**src/lccc_pkg.sv**
```systemverilog
package lccc_pkg;

	// Command codes
	localparam logic [7:0] CMD_POWER  = 8'd1;
	localparam logic [7:0] CMD_ADJUST = 8'd2;
	localparam logic [7:0] CMD_ALARM  = 8'd3;

	// Power sub-codes
	localparam logic [7:0] PWR_OFF    = 8'd1;
	localparam logic [7:0] PWR_WHITE  = 8'd2;
	localparam logic [7:0] PWR_RED    = 8'd3;
	localparam logic [7:0] PWR_GREEN  = 8'd4;
	localparam logic [7:0] PWR_BLUE   = 8'd5;
	localparam logic [7:0] PWR_PURPLE = 8'd6;
	localparam logic [7:0] PWR_YELLOW = 8'd7;

	// Adjust sub-codes
	localparam logic [7:0] ADJ_DIM        = 8'd1;
	localparam logic [7:0] ADJ_BRIGHTEN   = 8'd2;
	localparam logic [7:0] ADJ_RED_DOWN   = 8'd3;
	localparam logic [7:0] ADJ_RED_UP     = 8'd4;
	localparam logic [7:0] ADJ_GREEN_DOWN = 8'd5;
	localparam logic [7:0] ADJ_GREEN_UP   = 8'd6;
	localparam logic [7:0] ADJ_BLUE_DOWN  = 8'd7;
	localparam logic [7:0] ADJ_BLUE_UP    = 8'd8;

	// Alarm sub-code
	localparam logic [7:0] ALM_ON = 8'd1;

	// Lamp modes
	localparam logic [1:0] MODE_OFF   = 2'd0;
	localparam logic [1:0] MODE_ON    = 2'd1;
	localparam logic [1:0] MODE_ALARM = 2'd2;

	// Configuration register indexes
	localparam logic [7:0] CFG_PRESET_BRIGHT = 8'd0;
	localparam logic [7:0] CFG_BRIGHT_STEP   = 8'd1;
	localparam logic [7:0] CFG_COLOR_STEP    = 8'd2;

	// Reset values
	localparam logic [6:0] PRESET_BRIGHT_RST = 7'd75;
	localparam logic [6:0] BRIGHT_STEP_RST   = 7'd25;
	localparam logic [7:0] COLOR_STEP_RST    = 8'd64;
	localparam logic [6:0] BRIGHT_RST        = 7'd50;
	localparam logic [7:0] LEVEL_FULL        = 8'hff;
	localparam logic [7:0] LEVEL_WARM        = 8'hf0;
	localparam logic [7:0] LEVEL_ZERO        = 8'h00;

	// Full-scale brightness and reciprocal of 100 (exact for products below 43690)
	localparam logic [7:0]  FULL_SCALE  = 8'd100;
	localparam int          RECIP_SHIFT = 19;
	localparam logic [12:0] RECIP_100   = 13'd5243;

	typedef struct packed {
		logic [7:0] command;
		logic [7:0] adjust;
	} cmd_t;

	typedef struct packed {
		logic [1:0]  lamp_state;
		logic [6:0]  brightness_level;
		logic [7:0]  red_out;
		logic [7:0]  green_out;
		logic [7:0]  blue_out;
		logic [23:0] grb_word;
		logic        beep_request;
	} res_t;

	// Lamp state after one command
	typedef struct packed {
		logic [1:0] mode;
		logic [6:0] bright;
		logic [7:0] red;
		logic [7:0] green;
		logic [7:0] blue;
		logic       beep;
	} lccc_snap_t;

endpackage

```
**src/lccc_state.sv**
```systemverilog
module lccc_state import lccc_pkg::*; (
	input  logic       clk,
	input  logic       arst_n,
	input  logic       take,
	input  logic       en,
	input  cmd_t       cmd,
	input  logic       cfg_write,
	input  logic [7:0] cfg_index,
	input  logic [7:0] cfg_data,
	output lccc_snap_t snap_s1
);

	logic [6:0] preset_bright_q;
	logic [6:0] bright_step_q;
	logic [7:0] color_step_q;
	lccc_snap_t cur_q;
	lccc_snap_t nxt;
	logic [7:0] dim_val;
	logic [7:0] brt_val;
	logic       preset_ok;

	// Configuration registers
	always_ff @(posedge clk or negedge arst_n) begin
		if (!arst_n) begin
			preset_bright_q <= PRESET_BRIGHT_RST;
			bright_step_q   <= BRIGHT_STEP_RST;
			color_step_q    <= COLOR_STEP_RST;
		end else if (cfg_write) begin
			unique case (cfg_index)
				CFG_PRESET_BRIGHT: preset_bright_q <= cfg_data[6:0];
				CFG_BRIGHT_STEP:   bright_step_q   <= cfg_data[6:0];
				CFG_COLOR_STEP:    color_step_q    <= cfg_data;
				default: ;
			endcase
		end
	end

	// Candidate brightness values
	assign dim_val   = {1'b0, cur_q.bright} - {1'b0, bright_step_q};
	assign brt_val   = {1'b0, cur_q.bright} + {1'b0, bright_step_q};
	assign preset_ok = ({1'b0, preset_bright_q} <= FULL_SCALE);

	// Decode the command against the current state
	always_comb begin
		nxt      = cur_q;
		nxt.beep = 1'b0;
		unique case (cmd.command)
			CMD_POWER: begin
				unique case (cmd.adjust)
					PWR_OFF:    nxt.mode = MODE_OFF;
					PWR_WHITE:  {nxt.red, nxt.green, nxt.blue} = {LEVEL_FULL, LEVEL_FULL, LEVEL_WARM};
					PWR_RED:    {nxt.red, nxt.green, nxt.blue} = {LEVEL_FULL, LEVEL_ZERO, LEVEL_ZERO};
					PWR_GREEN:  {nxt.red, nxt.green, nxt.blue} = {LEVEL_ZERO, LEVEL_FULL, LEVEL_ZERO};
					PWR_BLUE:   {nxt.red, nxt.green, nxt.blue} = {LEVEL_ZERO, LEVEL_ZERO, LEVEL_FULL};
					PWR_PURPLE: {nxt.red, nxt.green, nxt.blue} = {LEVEL_FULL, LEVEL_ZERO, LEVEL_FULL};
					PWR_YELLOW: {nxt.red, nxt.green, nxt.blue} = {LEVEL_FULL, LEVEL_FULL, LEVEL_ZERO};
					default: ;
				endcase
				// Any preset turns the lamp on and loads the preset brightness if it is within full scale
				if (cmd.adjust >= PWR_WHITE && cmd.adjust <= PWR_YELLOW) begin
					nxt.mode = MODE_ON;
					if (preset_ok) nxt.bright = preset_bright_q;
				end
			end
			CMD_ADJUST: begin
				unique case (cmd.adjust)
					ADJ_DIM:        if (!dim_val[7]) nxt.bright = dim_val[6:0];
					ADJ_BRIGHTEN:   if (brt_val <= FULL_SCALE) nxt.bright = brt_val[6:0];
					ADJ_RED_DOWN:   nxt.red   = cur_q.red   - color_step_q;
					ADJ_RED_UP:     nxt.red   = cur_q.red   + color_step_q;
					ADJ_GREEN_DOWN: nxt.green = cur_q.green - color_step_q;
					ADJ_GREEN_UP:   nxt.green = cur_q.green + color_step_q;
					ADJ_BLUE_DOWN:  nxt.blue  = cur_q.blue  - color_step_q;
					ADJ_BLUE_UP:    nxt.blue  = cur_q.blue  + color_step_q;
					default: ;
				endcase
			end
			CMD_ALARM: begin
				if (cmd.adjust == ALM_ON) begin
					nxt.mode = MODE_ALARM;
					nxt.beep = 1'b1;
				end
			end
			default: ;
		endcase
	end

	// Commit state on each transfer
	always_ff @(posedge clk or negedge arst_n) begin
		if (!arst_n) begin
			cur_q.mode   <= MODE_OFF;
			cur_q.bright <= BRIGHT_RST;
			cur_q.red    <= LEVEL_FULL;
			cur_q.green  <= LEVEL_FULL;
			cur_q.blue   <= LEVEL_WARM;
			cur_q.beep   <= 1'b0;
		end else if (take) begin
			cur_q <= nxt;
		end
	end

	// Snapshot of the state after this command
	always_ff @(posedge clk) begin
		if (en) snap_s1 <= nxt;
	end

endmodule

```
**src/lccc_scale.sv**
```systemverilog
module lccc_scale import lccc_pkg::*; (
	input  logic       clk,
	input  logic       en,
	input  logic [7:0] level,
	input  logic [6:0] bright,
	output logic [7:0] scaled_s3
);

	logic [14:0] prod_s2;
	logic [27:0] recip_prod;

	// Multiply level by brightness
	always_ff @(posedge clk) begin
		if (en) prod_s2 <= level * bright;
	end

	// Divide by full scale through the reciprocal
	assign recip_prod = prod_s2 * RECIP_100;

	always_ff @(posedge clk) begin
		if (en) scaled_s3 <= recip_prod[RECIP_SHIFT +: 8];
	end

endmodule

```
**src/led_color_command_controller_core.sv**
```systemverilog
// Pipeline: a command's result is registered through snap_s1, prod_s2 and scaled_s3.
// Throughput: one command per cycle; state is updated in the transfer cycle,
// then the level*brightness multiply and the divide-by-100 reciprocal take a stage each.
// The pipeline stalls as a whole only while a result is held at the output.
// Reset: lamp off, brightness 50, color 255/255/240, registers 75/25/64, pipeline empty.
module led_color_command_controller_core import lccc_pkg::*; (
	input  logic       clk,
	input  logic       arst_n,
	input  logic       cmd_valid,
	output logic       cmd_ready,
	input  cmd_t       cmd,
	output logic       res_valid,
	input  logic       res_ready,
	output res_t       res,
	input  logic       cfg_write,
	input  logic [7:0] cfg_index,
	input  logic [7:0] cfg_data
);

	logic       en;
	logic       take;
	logic       valid_s1;
	logic       valid_s2;
	lccc_snap_t snap_s1;
	lccc_snap_t snap_s2;
	lccc_snap_t snap_s3;
	logic [7:0] red_sc_s3;
	logic [7:0] green_sc_s3;
	logic [7:0] blue_sc_s3;

	// Advance whenever the output slot is free or being drained
	assign en        = !res_valid || res_ready;
	assign cmd_ready = en;
	assign take      = cmd_valid && en;

	lccc_state u_state (
		.clk       (clk),
		.arst_n    (arst_n),
		.take      (take),
		.en        (en),
		.cmd       (cmd),
		.cfg_write (cfg_write),
		.cfg_index (cfg_index),
		.cfg_data  (cfg_data),
		.snap_s1   (snap_s1)
	);

	lccc_scale u_scale_red (
		.clk       (clk),
		.en        (en),
		.level     (snap_s1.red),
		.bright    (snap_s1.bright),
		.scaled_s3 (red_sc_s3)
	);

	lccc_scale u_scale_green (
		.clk       (clk),
		.en        (en),
		.level     (snap_s1.green),
		.bright    (snap_s1.bright),
		.scaled_s3 (green_sc_s3)
	);

	lccc_scale u_scale_blue (
		.clk       (clk),
		.en        (en),
		.level     (snap_s1.blue),
		.bright    (snap_s1.bright),
		.scaled_s3 (blue_sc_s3)
	);

	// Track valid through the stages
	always_ff @(posedge clk or negedge arst_n) begin
		if (!arst_n) begin
			valid_s1  <= 1'b0;
			valid_s2  <= 1'b0;
			res_valid <= 1'b0;
		end else if (en) begin
			valid_s1  <= take;
			valid_s2  <= valid_s1;
			res_valid <= valid_s2;
		end
	end

	// Carry the unscaled state alongside the multipliers
	always_ff @(posedge clk) begin
		if (en) begin
			snap_s2 <= snap_s1;
			snap_s3 <= snap_s2;
		end
	end

	// Assemble the result
	always_comb begin
		res.lamp_state       = snap_s3.mode;
		res.brightness_level = snap_s3.bright;
		res.red_out          = snap_s3.red;
		res.green_out        = snap_s3.green;
		res.blue_out         = snap_s3.blue;
		res.grb_word         = {green_sc_s3, red_sc_s3, blue_sc_s3};
		res.beep_request     = snap_s3.beep;
	end

	// A beep only comes with the alarm state
	assert property (@(posedge clk) disable iff (!arst_n)
		res_valid && res.beep_request |-> res.lamp_state == MODE_ALARM)
		else $error("beep without alarm state");

	// Brightness never leaves full scale
	assert property (@(posedge clk) disable iff (!arst_n)
		res_valid |-> {1'b0, res.brightness_level} <= FULL_SCALE)
		else $error("brightness above full scale");

	// Scaling never raises a channel
	assert property (@(posedge clk) disable iff (!arst_n)
		res_valid |-> res.grb_word[15:8] <= res.red_out
			&& res.grb_word[23:16] <= res.green_out && res.grb_word[7:0] <= res.blue_out)
		else $error("scaled channel above level");

	// A waiting result holds the input off and stays put until taken
	assert property (@(posedge clk) disable iff (!arst_n)
		res_valid && !res_ready |-> !cmd_ready ##1 (res_valid && $stable(res)))
		else $error("pipeline advanced under stall");

endmodule

```
**config.mk**
```make
export PLATFORM = sky130hd
export DESIGN_NAME = led_color_command_controller_core
export DESIGN_NICKNAME = d
export VERILOG_FILES = /design/src/lccc_pkg.sv /design/src/lccc_state.sv /design/src/lccc_scale.sv /design/src/led_color_command_controller_core.sv
export SDC_FILE = /design/constraint.sdc
export NUM_CORES = 1
export LEC_CHECK = 0
export BUFFER_PORTS_ARGS = -buffer_cell sky130_fd_sc_hd__buf_2
export CORE_MARGIN = 2
export CORE_UTILIZATION = 40
export DETAILED_ROUTE_END_ITERATION = 7
export PLACE_DENSITY_LB_ADDON = 0.15
export SYNTH_ARGS = -nofsm -noshare
export SYNTH_HDL_FRONTEND = slang
export SYNTH_HIERARCHICAL = 1
export SYNTH_SLANG_ARGS = --single-unit
```
**constraint.sdc**
```tcl
create_clock -name clk -period 6.1 [get_ports clk]
set_input_delay 1.22 -clock clk [delete_from_list [all_inputs] [get_ports clk]]
set_output_delay 1.22 -clock clk [all_outputs]
set_load 0.005 [all_outputs]
```
# Word-level counts from Yosys, hierarchy flattened
# Index checks and enable logic that the tools add are counted.
# word_totals
out_inout_bits,60
regBits,229
in_bits,37
# op_classes
eq_ne,13
add_sub_neg,8
multipliers,6
muxes,14
n_reduce_logical,8
magnitude_cmp,4
# op_table
op,count
case mux 24 bit (6 select lines),1
"multiplier 15 x 13 -> 27 bit, second input constant",3
case mux 31 bit (2 select lines),1
case mux 8 bit (2 select lines),3
multiplier 8 x 7 -> 15 bit,3
"== test 8 x 2 -> 1 bit, second input constant",5
"== test 8 x 3 -> 1 bit, second input constant",4
adder 8 bit,3
"== test 8 x 1 -> 1 bit, second input constant",3
subtractor 8 bit,3
two-way mux 7 bit,3
case mux 7 bit (2 select lines),1
two-way mux 9 bit,1
adder 7 x 7 -> 8 bit,1
"== test 8 x 4 -> 1 bit, second input constant",1
">= comparator 8 x 2 -> 1 bit, second input constant",1
"less-or-equal comparator 8 x 3 -> 1 bit, second input constant",1
"less-or-equal comparator 8 x 7 -> 1 bit, second input constant",1
zero test 8 bit,1
subtractor 7 x 7 -> 8 bit,1
"less-or-equal comparator 7 bit, second input constant",1
AND reduction 2 bit,3
two-way mux 2 bit,2
case mux 2 bit (2 select lines),1
other kinds (4),5

# Logic depth before layout (Yosys ltp)
# depth
word_depth,5
ltp_mapped,17
ltp_nobuf,16

# Hierarchy
# The synthesis kept the hierarchy.
# by_module_without_submodules
module,cells_each,area_per_inst_um2,instances,seq_area_each_um2
lccc_scale at u_scale_blue ...,619,6167.2,2,690.7
lccc_state,703,6575.1,1,2436.1
lccc_scale at u_scale_red,607,6034.5,1,690.7
led_color_command_controller_core,76,2175.8,1,2117.0

# Worst setup path after synthesis
# OpenSTA, ideal clock, no wires.
# synth_timing
path_type,input to register
startpoint,in cmd[5] in the netlist's numbering
endpoint,"reg, netlist name u_state/snap_s1[24]"
arrival_time_ns,4.447
setup_slack_ns,1.388
stages,15
required_ns,5.835
path_cell_list,or4_4 > buf_6 > nor2_1 > nand2_2 > nor3_1 > nor2_1 > xor2_1 > ha_1 > a21oi_1 > o21ai_0 > a2111oi_0 > or3_1 > xnor2_1 > a21oi_1 > or3_1
# synth_rtl
item,line,text
start: declaration,led_color_command_controller_core.sv:11,"input cmd_t cmd,"

# Final worst setup path
# layout_timing
startpoint,reg u_scale_blue.prod_s2[12]
endpoint,"reg u_scale_blue.scaled_s3[7], data pin"
# layout_between
elab_chain_len,1
# layout_lines
item,line,text
start: declaration,lccc_scale.sv:9,logic [14:0] prod_s2;
start signal: assignment,lccc_scale.sv:14,if (en) prod_s2 <= level * bright;
multiplier 15 x 13 -> 27 bit,lccc_scale.sv:18,assign recip_prod = prod_s2 * RECIP_100;
named net u_scale_blue.recip_prod[26],lccc_scale.sv:10,logic [27:0] recip_prod;
end signal: assignment,lccc_scale.sv:21,if (en) scaled_s3 <= recip_prod[RECIP_SHIFT +: 8];
end: declaration,lccc_scale.sv:6,output logic [7:0] scaled_s3
# The timed path passes the listed nets, and every way through them passes these cells.
# A chain may end at the register's enable or synchronous reset.

==> qor.csv <==
stage;metric;value;unit
critical_path;Arr. time, crit path;5.41;ns
min_path;Hold Crit Class;flip-flop to flip-flop;
synthesis;FF+latch count, synth;229;
floorplanning;Chip Width;264;um
synthesis;Mapped Cells;2624;
clocking;Hold-fix buffers, CTS;0;
job;max_cap viols;0;
route;vias;18718;
route;DRT iter0 DRCs;953;
finish;# nets final;3488;
global_route;first-pass GRT wire length;100000;um
global_route;GR Util All Layers;17.6;%
timing;fmax;202;MHz
synthesis;Syn Nets;3386;
synthesis;Syn. warnings;6;
clocking;TritonCTS Buffers;31;
clocking;Post-CTS Repair Setup Buffers;0;
synthesis;Post-synth EDFFs;171;
global_route;initial antenna violation count;0;
critical_path;CP Max Fanout;7;
timing;Slew Viols, Final;0;
clocking;worst skew pair latency;0.58;ns
placed_design;Placer Congestion;0.876;
floorplanning;Core ar.;67200;um^2
floorplanning;row count;95;
route;First-pass DRT Iterations;6;
synthesis;post-synth top area share;21.9;%
placed_design;post-DP HPWL;48100;um
finish;Area Growth Syn to Fin;9.14;%
synthesis;Post-synth top cells;545 x inv_1, 429 x ha_1, 296 x fa_1;
synthesis;Post-synth top flop;edfxtp_1;
timing;RSZ-0062 raised after global routing;no;
route;drt drc;0;
timing;Worst slew margin;32.2;%
clocking;Max Root-Sink Buffers;3;
synthesis;Avg Cell Area, Syn;10.3;um^2
critical_path;Req. time, crit path;6.55;ns
critical_path;startpoint types;flip-flop;
synthesis;dominant cell type by area after synthesis;fa_1;
clocking;CTS tree;done;
route;DR WL/cell;16.8;um
placed_design;Post-Place Cells;3566;
timing;worst slew pin tran;1.02;ns
finish;Finished Layout Cells;3624;
synthesis;top area cells in the synthesized netlist;fa_1 22%, ha_1 20%, edfxtp_1 19%;
clocking;CTS HTree Levels;1;
clocking;clk root buf;clkbuf_16;
synthesis;FFs w/ async S/R, synth;25.3;%
synthesis;cell area after technology mapping;27100;um^2
critical_path;critical path class;flip-flop to flip-flop;
timing;final hold vios;0;
critical_path;CP Capture Type;flip-flop;
synthesis;Unique masters post-synth;94;
clocking;post-CTS sizing;0;
global_route;vias in the first global route;19715;
timing;setup TNS after final layout;0;ns
floorplanning;Die ar.;69900;um^2
floorplanning;Starting Density;40.4;%
clocking;CTS clk-pin slew, worst paths;0.06;ns
global_route;largest net degree at the start of global routing;137;
route;Vias/cell;5.17;
timing;skew final;0.0196;ns
route;Routed Antenna Nets;0;
status;outcome;completed;
floorplanning;height of the die;264;um
route;Post-Route WL;60700;um
timing;Tcrit/Tclk final;81.3;%
synthesis;sequential element share of the synthesized area;24.4;%
timing;setup violators final;0;
synthesis;most frequent cell after synthesis;inv_1;
floorplanning;io pins;97;
placed_design;PortBufs;96;
timing;Final Critical Period;4.96;ns
finish;Core Util, Final;44.1;%
critical_path;worst reg2reg setup slack;1.14;ns
finish;diode count;0;
finish;share of cells above drive strength 1;10.0;%
global_route;Congestion Overflow GR;0;
clocking;CTS Sinks;229;
placed cells by master (no fill, tap or decap), drive strengths merged, types with 33 or more instances in the layout:
| cell | instances |
|---|---|
| a21oi | 87 |
| inv | 553 |
| fa | 296 |
| ha | 429 |
| clkbuf | 36 |
| nand3 | 42 |
| xor2 | 33 |
| nor2 | 102 |
| buf | 103 |
| nor3 | 56 |
| o21ai | 55 |
| nand2 | 164 |
| and2 | 103 |
| xnor2 | 62 |
| a21o | 35 |
| mux2 | 47 |
| edfxtp | 171 |
state kept, by name, indices dropped and copies added (netlist names), 8 cells and up:
signal	cells
res	34
snap_s2	34
u_scale_blue/prod_s2	15
u_scale_blue/scaled_s3	8
u_scale_green/prod_s2	15
u_scale_green/scaled_s3	8
u_scale_red/prod_s2	15
u_scale_red/scaled_s3	8
u_state/color_step_q	8
u_state/cur_q	33
u_state/snap_s1	34
metrics by stage:
stage	worst slack, ns	hold slack [ns]	cell area, um^2
floorplan	1.39	0.400	27100
global placement	1.04	0.403	28600
detailed placement	0.983	0.405	28600
CTS	1.08	0.418	29600
global route	0.867	0.422	29600
finish	1.14	0.416	29600
routing by layer:
metal | part of all wire (%) | vias up | GRT usage (%)
met5 | 0 | - | 0
met4 | 2.4 | 0 | 4.33
met3 | 3.4 | 86 | 1.89
met2 | 47 | 344 | 29.2
met1 | 47 | 9251 | 24.7
li1 | - | 9037 | -
final cells by class:
cell class	count	area, um^2
inverter	545	2050
clock buffer	36	847
fill	6386	37600
clock inverter	22	181
timing repair buffer	103	546
tap	873	1090
multi-input combinational	1816	18300
sequential	229	6630
cell families after synthesis:
group,count (synthesis),share of synthesized area [%]
simple gates,587,11.2
buf+inv,579,8.23
xor+xnor,95,3.07
fa+ha+maj,725,41.6
mux,51,2.13
flops,229,24.4
compound gates,358,9.31
worst max-delay path, stage by stage, from the launching register on:
cell and delay, ns:
edfxtp_1 0.57, ha_1 0.40, fa_1 0.58, fa_1 0.45
fa_1 0.49, inv_1 0.06, fa_1 0.54, inv_1 0.04
ha_1 0.32, a21o_1 0.19, o21ai_0 0.27, a2111o_1 0.25
nand4b_4 0.17, a2111o_1 0.40, nand3_1 0.09
final timing paths:
path / to / depth (start not counted) / startpoint
setup / recovery: u_scale_blue/scaled_s3[7] / 14 / u_scale_blue/prod_s2[12]
hold / removal: res[32] / 0 / snap_s2[8]
setup reg to reg: u_scale_blue/scaled_s3[7] / 14 / u_scale_blue/prod_s2[12]
hold reg to reg: res[32] / 0 / snap_s2[8]
max in group asynchronous: u_state/color_step_q[2] / 2 / arst_n
min in group asynchronous: u_state/cur_q[28] / 2 / arst_n
Power is left out: the tool's default activity adds up to more than one toggle a clock period on the data nets, which glitch-free logic cannot reach.
